--- src/rtl/core/scd_pkg.sv ---
// Package: item types, division constants and month tables for the calendar converter.
`timescale 1ns / 1ps
package scd_pkg;

    typedef struct packed {
        logic [31:0] epoch_seconds;
    } t_in_item;

    typedef struct packed {
        logic [7:0] year_offset;
        logic [3:0] month_number;
        logic [4:0] day_of_month;
        logic [4:0] hour_of_day;
        logic [5:0] minute_of_hour;
        logic [5:0] second_of_minute;
        logic [2:0] day_of_week;
    } t_out_item;

    localparam int unsigned NUM_STAGES = 7;

    localparam logic [16:0] SEC_PER_DAY  = 17'd86400;
    localparam logic [11:0] SEC_PER_HOUR = 12'd3600;
    localparam logic [5:0]  SEC_PER_MIN  = 6'd60;
    localparam logic [10:0] DAYS_PER_BLK = 11'd1461;
    localparam logic [8:0]  DAYS_LEAP    = 9'd366;
    localparam logic [9:0]  DAYS_Y2      = 10'd731;
    localparam logic [10:0] DAYS_Y3      = 11'd1096;
    localparam logic [15:0] WEEK_BIAS    = 16'd6;

    // Reciprocals: q = (x * M) >> K, exact over each operand's range
    localparam logic [25:0] RCP_DAY      = 26'd50903317;  // (s >> 7) / 675, K = 35
    localparam int unsigned SH_DAY       = 35;
    localparam logic [16:0] RCP_BLK      = 17'd91868;     // days / 1461, K = 27
    localparam int unsigned SH_BLK       = 27;
    localparam logic [17:0] RCP_WEEK     = 18'd149797;    // x / 7, K = 20
    localparam int unsigned SH_WEEK      = 20;
    localparam logic [13:0] RCP_HOUR     = 14'd9321;      // (tod >> 4) / 225, K = 21
    localparam int unsigned SH_HOUR      = 21;
    localparam logic [10:0] RCP_MIN      = 11'd1093;      // (sec >> 2) / 15, K = 14
    localparam int unsigned SH_MIN       = 14;

    function automatic logic [8:0] cum_days(input logic leap, input logic [3:0] idx);
        logic [8:0] base;
        case (idx)
            4'd0:    base = 9'd0;
            4'd1:    base = 9'd31;
            4'd2:    base = 9'd59;
            4'd3:    base = 9'd90;
            4'd4:    base = 9'd120;
            4'd5:    base = 9'd151;
            4'd6:    base = 9'd181;
            4'd7:    base = 9'd212;
            4'd8:    base = 9'd243;
            4'd9:    base = 9'd273;
            4'd10:   base = 9'd304;
            4'd11:   base = 9'd334;
            default: base = 9'd0;
        endcase
        if (leap && (idx >= 4'd2)) begin
            base = base + 9'd1;
        end
        return base;
    endfunction

endpackage

--- src/rtl/core/scd_if.sv ---
// Interfaces: input and result item channels with valid/ready handshake.
`timescale 1ns / 1ps
interface scd_in_if;
    logic               valid;
    logic               ready;
    scd_pkg::t_in_item  payload;

    modport source (output valid, output payload, input ready);
    modport sink   (input valid, input payload, output ready);
endinterface

interface scd_out_if;
    logic               valid;
    logic               ready;
    scd_pkg::t_out_item payload;

    modport source (output valid, output payload, input ready);
    modport sink   (input valid, input payload, output ready);
endinterface

--- src/rtl/core/seconds_to_calendar_datetime.sv ---
// Top level: pipelined conversion of epoch seconds to calendar date, time and weekday.
//
//  Channel   Dir   Payload                                   Handshake
//  i_sec     in    epoch_seconds (32b)                       valid/ready
//  o_cal     out   year, month, day, hour, min, sec, wday    valid/ready
//
//  Seven register stages; o_cal.valid is the valid bit of the last stage.
//  One item accepted per cycle while o_cal is ready or a stage is empty; each
//  stage is at most one constant multiply deep between registers.
//  Each stage loads when empty or when the next one loads, so bubbles fill
//  while o_cal stalls. Synchronous active-low reset clears the valid bits only.
`timescale 1ns / 1ps
module seconds_to_calendar_datetime (
    input  logic        i_clk,
    input  logic        i_rst_n,
    scd_in_if.sink      i_sec,
    scd_out_if.source   o_cal
);
    import scd_pkg::*;

    logic [NUM_STAGES-1:0] r_vld;
    logic [NUM_STAGES-1:0] n_vld;
    logic [NUM_STAGES-1:0] ld;

    // stage 0
    logic [31:0] r_s0_sec;
    // stage 1
    logic [31:0] r_s1_sec;
    logic [15:0] r_s1_days;
    // stage 2
    logic [15:0] r_s2_days;
    logic [16:0] r_s2_tod;
    logic [5:0]  r_s2_blk;
    logic [16:0] r_s2_wsum;
    logic [14:0] r_s2_wq;
    // stage 3
    logic [10:0] r_s3_rdays;
    logic [5:0]  r_s3_blk;
    logic [16:0] r_s3_tod;
    logic [4:0]  r_s3_hour;
    logic [2:0]  r_s3_wday;
    // stage 4
    logic [7:0]  r_s4_year;
    logic        r_s4_leap;
    logic [8:0]  r_s4_doy;
    logic [4:0]  r_s4_hour;
    logic [11:0] r_s4_msec;
    logic [2:0]  r_s4_wday;
    // stage 5
    logic [7:0]  r_s5_year;
    logic [3:0]  r_s5_month;
    logic [4:0]  r_s5_day;
    logic [4:0]  r_s5_hour;
    logic [5:0]  r_s5_min;
    logic [11:0] r_s5_msec;
    logic [2:0]  r_s5_wday;
    // stage 6
    t_out_item   r_out;

    logic [50:0] day_prod;
    logic [32:0] blk_prod;
    logic [34:0] week_prod;
    logic [31:0] day_secs;
    logic [26:0] hour_prod;
    logic [20:0] min_prod;
    logic [15:0] blk_days;
    logic [16:0] wk_mul;
    logic [16:0] hour_secs;
    logic [1:0]  yin;
    logic [10:0] ystart;
    logic [10:0] doy_full;
    logic [3:0]  month;
    logic [8:0]  mbase;
    logic [8:0]  day_full;
    logic [11:0] min_secs;
    logic [11:0] sec_full;

    // Advance chain
    always_comb begin
        ld[NUM_STAGES-1] = !r_vld[NUM_STAGES-1] || o_cal.ready;
        for (int k = NUM_STAGES - 2; k >= 0; k--) begin
            ld[k] = !r_vld[k] || ld[k+1];
        end
        n_vld = r_vld;
        for (int k = 0; k < NUM_STAGES; k++) begin
            if (ld[k]) begin
                n_vld[k] = (k == 0) ? i_sec.valid : r_vld[(k == 0) ? 0 : k - 1];
            end
        end
    end

    assign i_sec.ready   = ld[0];
    assign o_cal.valid   = r_vld[NUM_STAGES-1];
    assign o_cal.payload = r_out;

    always_ff @(posedge i_clk) begin
        if (!i_rst_n) begin
            r_vld <= '0;
        end else begin
            r_vld <= n_vld;
        end
    end

    // Datapath
    always_comb begin
        day_prod  = {26'd0, r_s0_sec[31:7]} * {25'd0, RCP_DAY};
        day_secs  = {16'd0, r_s1_days} * {15'd0, SEC_PER_DAY};
        blk_prod  = {17'd0, r_s1_days} * {16'd0, RCP_BLK};
        week_prod = {19'd0, r_s1_days + WEEK_BIAS} * {17'd0, RCP_WEEK};

        blk_days  = {10'd0, r_s2_blk} * {5'd0, DAYS_PER_BLK};
        wk_mul    = {r_s2_wq, 2'b00} + {1'b0, r_s2_wq, 1'b0} + {2'd0, r_s2_wq};
        hour_prod = {14'd0, r_s2_tod[16:4]} * {13'd0, RCP_HOUR};

        hour_secs = {12'd0, r_s3_hour} * {5'd0, SEC_PER_HOUR};
        if (r_s3_rdays >= DAYS_Y3) begin
            yin    = 2'd3;
            ystart = DAYS_Y3;
        end else if (r_s3_rdays >= {1'b0, DAYS_Y2}) begin
            yin    = 2'd2;
            ystart = {1'b0, DAYS_Y2};
        end else if (r_s3_rdays >= {2'b0, DAYS_LEAP}) begin
            yin    = 2'd1;
            ystart = {2'b0, DAYS_LEAP};
        end else begin
            yin    = 2'd0;
            ystart = 11'd0;
        end
        doy_full = r_s3_rdays - ystart;

        month = 4'd1;
        mbase = 9'd0;
        for (int k = 1; k < 12; k++) begin
            if (r_s4_doy >= cum_days(r_s4_leap, 4'(k))) begin
                month = 4'(k + 1);
                mbase = cum_days(r_s4_leap, 4'(k));
            end
        end
        day_full = r_s4_doy - mbase + 9'd1;
        min_prod = {11'd0, r_s4_msec[11:2]} * {10'd0, RCP_MIN};

        min_secs = {6'd0, r_s5_min} * {6'd0, SEC_PER_MIN};
        sec_full = r_s5_msec - min_secs;
    end

    always_ff @(posedge i_clk) begin
        if (ld[0]) begin
            r_s0_sec <= i_sec.payload.epoch_seconds;
        end
        if (ld[1]) begin
            r_s1_sec  <= r_s0_sec;
            r_s1_days <= day_prod[SH_DAY+15:SH_DAY];
        end
        if (ld[2]) begin
            r_s2_days <= r_s1_days;
            r_s2_tod  <= 17'(r_s1_sec - day_secs);
            r_s2_blk  <= blk_prod[SH_BLK+5:SH_BLK];
            r_s2_wsum <= {1'b0, r_s1_days} + {1'b0, WEEK_BIAS};
            r_s2_wq   <= week_prod[SH_WEEK+14:SH_WEEK];
        end
        if (ld[3]) begin
            r_s3_rdays <= 11'(r_s2_days - blk_days);
            r_s3_blk   <= r_s2_blk;
            r_s3_tod   <= r_s2_tod;
            r_s3_hour  <= hour_prod[SH_HOUR+4:SH_HOUR];
            r_s3_wday  <= 3'(r_s2_wsum - wk_mul);
        end
        if (ld[4]) begin
            r_s4_year <= {r_s3_blk, yin};
            r_s4_leap <= (yin == 2'd0);
            r_s4_doy  <= doy_full[8:0];
            r_s4_hour <= r_s3_hour;
            r_s4_msec <= 12'(r_s3_tod - hour_secs);
            r_s4_wday <= r_s3_wday;
        end
        if (ld[5]) begin
            r_s5_year  <= r_s4_year;
            r_s5_month <= month;
            r_s5_day   <= day_full[4:0];
            r_s5_hour  <= r_s4_hour;
            r_s5_min   <= min_prod[SH_MIN+5:SH_MIN];
            r_s5_msec  <= r_s4_msec;
            r_s5_wday  <= r_s4_wday;
        end
        if (ld[6]) begin
            r_out.year_offset      <= r_s5_year;
            r_out.month_number     <= r_s5_month;
            r_out.day_of_month     <= r_s5_day;
            r_out.hour_of_day      <= r_s5_hour;
            r_out.minute_of_hour   <= r_s5_min;
            r_out.second_of_minute <= sec_full[5:0];
            r_out.day_of_week      <= r_s5_wday;
        end
    end

endmodule

--- src/flat_wrapper.sv ---
// flat-port wrapper written by rule: the top's interface ports become plain ports
module seconds_to_calendar_datetime_flat import scd_pkg::*;
  (i_clk, i_rst_n, i_sec_valid, i_sec_payload, i_sec_ready, o_cal_valid, o_cal_payload, o_cal_ready);
  scd_in_if i_sec_i ();
  scd_out_if o_cal_i ();
  input  logic i_clk;
  input  logic i_rst_n;
  input wire logic [$bits(i_sec_i.valid)-1:0] i_sec_valid;
  input wire logic [$bits(i_sec_i.payload)-1:0] i_sec_payload;
  output wire logic [$bits(i_sec_i.ready)-1:0] i_sec_ready;
  output wire logic [$bits(o_cal_i.valid)-1:0] o_cal_valid;
  output wire logic [$bits(o_cal_i.payload)-1:0] o_cal_payload;
  input wire logic [$bits(o_cal_i.ready)-1:0] o_cal_ready;
  assign i_sec_i.valid = i_sec_valid;
  assign i_sec_i.payload = i_sec_payload;
  assign i_sec_ready = i_sec_i.ready;
  assign o_cal_valid = o_cal_i.valid;
  assign o_cal_payload = o_cal_i.payload;
  assign o_cal_i.ready = o_cal_ready;
  seconds_to_calendar_datetime u_core (.i_clk(i_clk), .i_rst_n(i_rst_n), .i_sec(i_sec_i), .o_cal(o_cal_i));
endmodule
--- config.mk ---
export PLATFORM = sky130hd
export DESIGN_NAME = seconds_to_calendar_datetime_flat
export DESIGN_NICKNAME = d
export VERILOG_FILES = /design/src/rtl/core/scd_pkg.sv /design/src/rtl/core/scd_if.sv /design/src/rtl/core/seconds_to_calendar_datetime.sv /design/src/flat_wrapper.sv
export SDC_FILE = /design/constraint.sdc
export NUM_CORES = 2
export LEC_CHECK = 0
export BUFFER_PORTS_ARGS = -buffer_cell sky130_fd_sc_hd__buf_2
export CAP_MARGIN = 40
export CORE_UTILIZATION = 59
export DETAILED_ROUTE_END_ITERATION = 6
export PLACE_DENSITY_LB_ADDON = 0.3
export SLEW_MARGIN = 20
export SYNTH_ARGS = -nofsm -noshare
export SYNTH_HDL_FRONTEND = slang
export SYNTH_SLANG_ARGS = --single-unit
--- constraint.sdc ---
create_clock -name i_clk -period 8.4 [get_ports i_clk]
set_clock_uncertainty 0.1 [all_clocks]
set_input_delay 1.68 -clock i_clk [delete_from_list [all_inputs] [get_ports i_clk]]
set_output_delay 1.68 -clock i_clk [all_outputs]
set_load 0.02 [all_outputs]
Word level (Yosys, flattened, before mapping)

Index checks and enable logic that the tools add are counted.

Add/subtract/negate cells: 22
$mul: 9
Magnitude comparators: 14
Muxes and demuxes: 57
Reduce and logical (&&, ||, !) cells: 16

Operators by type and width:

| operator                                                                               | number |
|---|---|
| 5-bit 2-to-1 mux                                                                       | 31 |
| 5-bit by 1-bit adder with 5-bit output (second input constant)                         | 11 |
| 25-bit by 26-bit multiplier with 51-bit output (second input constant)                 | 1 |
| 9-bit by 8-bit greater-or-equal comparator with 1-bit output                           | 4 |
| 16-bit by 15-bit multiplier with 31-bit output (second input constant)                 | 1 |
| 9-bit greater-or-equal comparator                                                      | 3 |
| 9-bit 2-to-1 mux                                                                       | 3 |
| 13-bit by 14-bit multiplier with 26-bit output (second input constant)                 | 1 |
| 4-bit 2-to-1 mux                                                                       | 6 |
| 16-bit by 18-bit multiplier with 23-bit output (second input constant)                 | 1 |
| 10-bit by 11-bit multiplier with 20-bit output (second input constant)                 | 1 |
| 9-bit by 7-bit greater-or-equal comparator with 1-bit output                           | 2 |
| 3-bit 2-to-1 mux                                                                       | 6 |
| 17-bit subtractor                                                                      | 1 |
| 16-bit by 3-bit adder with 16-bit output (second input constant)                       | 1 |
| 16-bit by 10-bit multiplier with 10-bit output (second input constant)                 | 1 |
| 12-bit subtractor                                                                      | 1 |
| 11-bit by 10-bit greater-or-equal comparator with 1-bit output (second input constant) | 1 |
| 11-bit greater-or-equal comparator (second input constant)                             | 1 |
| 11-bit by 9-bit greater-or-equal comparator with 1-bit output (second input constant)  | 1 |
| 6-bit by 11-bit multiplier with 11-bit output (second input constant)                  | 1 |
| 11-bit subtractor                                                                      | 1 |
| 2-bit 2-to-1 mux                                                                       | 5 |
| 9-bit by 5-bit greater-or-equal comparator with 1-bit output (second input constant)   | 1 |
| 14 further kinds                                                                       | 32 |

Flip-flop bits (word level): 261
Output and inout bits: 39
Logic and storage cells: 159

Logic depth before layout (Yosys ltp)

Word-level depth: 17
Mapped depth: 26
Mapped depth without buffers: 26

Worst setup path after synthesis

No wires, ideal clock.

Kind: register -> register
Start point: register u_core.r_s0_sec[30]
End point: register u_core.r_s1_days[13] (data pin)
Library setup time: 0.261 ns
Arrival: 5.957 ns
Slack: 2.082 ns
Cell stages (with the launch flop): 22
Period minus slack after synthesis: 6.318 ns
Path through: edfxtp_1 -> fa_1 -> inv_1 -> fa_1 -> inv_1 -> fa_1 -> inv_1 -> fa_1 -> inv_1 -> fa_1 -> fa_1 -> ha_1 -> ha_1 -> nand2_1 -> o21ai_0 -> nor2_1 -> a221oi_1 -> o21ai_2 -> a311oi_4 -> a21o_2 -> a2111oi_2 -> o32a_1

Longest elaborated chain between the ends: 1

Ends and longest elaborated chain:

| what                                           | line                                | text |
|---|---|---|
| start, declared                                | seconds_to_calendar_datetime.sv:26  | `logic [31:0] r_s0_sec;` |
| start signal, assigned                         | seconds_to_calendar_datetime.sv:148 | `r_s0_sec <= i_sec.payload.epoch_seconds;` |
| 25-bit by 26-bit multiplier with 51-bit output | seconds_to_calendar_datetime.sv:106 | `day_prod = {26'd0, r_s0_sec[31:7]} * {25'd0, RCP_DAY};` |
| via u_core.day_prod[48]                        | seconds_to_calendar_datetime.sv:60  | `logic [50:0] day_prod;` |
| end signal, assigned                           | seconds_to_calendar_datetime.sv:152 | `r_s1_days <= day_prod[SH_DAY+15:SH_DAY];` |
| end, declared                                  | seconds_to_calendar_datetime.sv:29  | `logic [15:0] r_s1_days;` |

The timed path passes the listed nets, and every way through them passes these cells.
A chain may end at the register's enable or synchronous reset.

Worst setup path in the final report

Start point: register u_core.r_s0_sec[12]
End point: register u_core.r_s1_days[13] (data pin)

Same word-level chain as after synthesis.

==> flow_metrics.tcl <==
set metrics [dict create \
    run_status "finished clean" \
    slew-limit-headroom 0.482 \
    yosysSeqAreaShare 0.250 \
    cts_resized 0 \
    maxSlewViolCount 0 \
    antenna_found_initial 0 \
    r2r-start "u_core.r_s0_sec[12]" \
    area_growth_pct 7.50 \
    drc_errors 0 \
    grt_pass1_vias 20900 \
    whs_path_depth 0 \
    holdBufCountCts 0 \
    yosysTopAreaCell "ha_1" \
    nNetsFinal 3940 \
    setup_violations 0 \
    cts_tree "built" \
    vias_per_cell 5.32 \
    fp.dieH_um 231 \
    cp_slowest_cell "edfxtp_1" \
    synth_most_common_cell "inv_1" \
    path_cells "inv_1 > ha_1 > inv_1 > fa_1 > ha_1 > inv_1 > fa_1 > inv_1 > fa_1 > fa_1 > inv_1 > fa_1 > inv_1 > ha_1 > o21ai_0 > o21ai_0 > a21oi_1 > o311ai_0 > o21ai_2 > a311oi_4 > a21o_2 > a2111oi_2 > o32a_1" \
    drt_pass1_iterations 5 \
    start_util 0.601 \
    layout-drive-gt1-share 0.0529 \
    start_kind "flop" \
    netlist_top_cells_count "785 x inv_1, 692 x ha_1, 384 x fa_1" \
    drt_first_iter_violations 638 \
    syn-instance-count 2719 \
    yosys-top-cells-area "ha_1 28%, fa_1 25%, edfxtp_1 25%" \
    tns_ns 0 \
    numClockSinks 260 \
    antenna_left 0 \
    crit_arrival_ns 7.23 \
    fin_crit_ns 6.98 \
    synth_area_um2 31000 \
    globalRoute.totalOverflow 0 \
    tightest_slew_ns 0.776 \
    io-pin-count 75 \
    gp_congestion 0.984 \
    crit_path_frequent_cell "inv_1" \
    root_buffer "clkbuf_16" \
    ys_warn_count 0 \
    port_buffers 74 \
    worstRegToRegCells 23 \
    syn-num-nets 3831 \
    cp.required_ns 8.66 \
    critPathKind "reg2reg" \
    grt_usage 0.242 \
    worstPathMaxFanout 12 \
    maxCapViolations 0 \
    clock_latency_ns 0.62 \
    grt_pass1_wl_um 102000 \
    cp_slowest_stage_delay_ns 0.70 \
    rows 83 \
    vias 18800 \
    cts_buffers 31 \
    synth_ff_type "edfxtp_1" \
    worstSetupEndpointType "flop" \
    crit_buf_inv 6 \
    cts_buffer_depth 3 \
    fmax_ghz 0.143 \
    hold_end "u_core.r_s5_hour[2]" \
    rr_endpoint "u_core.r_s1_days[13]" \
    grt_max_degree 38 \
    rsz0062_at_grt "no" \
    wl_um 61500 \
    synth-edff-count 253 \
    syn_area_per_cell_um2 11.4 \
    ys_seq_elements 260 \
    post_cts_buffers 0 \
    path_clk_slew_ns 0.07 \
    cts.htree.levels 1 \
    cp_top_family "adder cells" \
    netlist.area_leader.share 0.279 \
    synthArstFlopShare 0 \
    n_antenna_cell 0 \
    die_area_um2 53500 \
    place_hpwl_um 53000 \
    hp-start "u_core.r_s4_hour[2]" \
    fin_crit_sh 0.831 \
    timing.reg2reg.setup_slack_ns 1.42 \
    core_um2 51600 \
    hold_viol 0 \
    synth_cell_type_count 62 \
    wire_per_inst_um 17.4 \
    die_x_um 231 \
    hp-class "reg2reg" \
]
-- worst max path at each step --
| stage | startpoint | end | slack, ns | cells after the start |
|---|---|---|---|---|
| floorplan | u_core.r_s0_sec[30] | u_core.r_s1_days[13] | 2.08 | 21 |
| global placement | u_core.r_s0_sec[12] | u_core.r_s1_days[13] | 1.47 | 23 |
| detailed placement | u_core.r_s0_sec[24] | u_core.r_s1_days[13] | 1.47 | 21 |
| CTS | u_core.r_s0_sec[24] | u_core.r_s1_days[13] | 1.43 | 21 |
| global route | u_core.r_s0_sec[12] | u_core.r_s1_days[13] | 1.13 | 23 |
| finish | u_core.r_s0_sec[12] | u_core.r_s1_days[13] | 1.42 | 23 |
-- state kept, by name, indices dropped and copies added, names as in the netlist, 9 cells and up --
register	cells
u_core.r_s0_sec	32
u_core.o_cal.payload	37
u_core.r_s4_msec	12
u_core.r_s2_days	10
u_core.r_s3_rdays	11
u_core.r_s1_sec	17
u_core.r_s1_days	16
u_core.r_s3_tod	12
u_core.r_s2_tod	17
u_core.r_s4_doy	9
-- metrics by stage --
step / area, um^2 / hold WS [ns] / cells / setup slack, ns / util
after global placement: 32200 / 0.301 / 3474 / 1.47 / 0.625
after CTS: 33300 / 0.311 / 3533 / 1.43 / 0.646
after detailed placement: 32300 / 0.305 / 3475 / 1.47 / 0.625
after floorplan: 31000 / 0.300 / 2719 / 2.08 / -
after global routing: 33300 / 0.314 / 3533 / 1.13 / 0.646
final: 33300 / 0.312 / 3533 / 1.42 / 0.646
-- cell type report --
cell class / instances / area, um^2
clock buffers: 39 / 836
clock inverters: 19 / 216
well taps: 680 / 851
repair buffers: 81 / 435
fillers: 3917 / 18300
inverters: 785 / 2950
flip-flops and latches: 260 / 7740
multi-input cells: 1669 / 20300
-- routing by layer --
layer	GRT usage	wire (um)	up-vias
li1	-	-	9013
met1	0.276	24100	9314
met2	0.464	33100	338
met3	0.0249	1750	136
met4	0.0890	2490	0
met5	0	0	-
-- cells by family after synthesis --
| logic type | count (synthesis) | synth area share |
|---|---|---|
| adder cells (fa/ha/maj) | 1076 | 0.527 |
| buffers and inverters | 790 | 0.0957 |
| AO/OA/AOI/OAI | 277 | 0.0604 |
| flip-flops | 260 | 0.250 |
| AND/OR/NAND/NOR | 184 | 0.0296 |
| XOR/XNOR | 131 | 0.0370 |
| multiplexers | 1 | 0.000363 |
-- layout by cell type (no fill, tap or decap), drive strengths merged, types with 5 or more instances in the layout --
cell type	instances
nor2	50
fa	384
a2111oi	6
nor3	10
buf	81
nand3	17
a21o	42
inv	789
clkinv	9
and3	7
o21a	20
ha	692
nand2b	14
dfxtp	7
xor2	38
a211oi	10
xnor2	93
a211o	5
nand4	9
o21bai	20
edfxtp	253
a21oi	77
and2	10
nand2	38
o21ai	49
o211ai	7
a31oi	11
nor2b	18
clkbuf	39
Power is not shown: default switching activity piles up to over one toggle a cycle in this logic, so the estimate is an artifact.
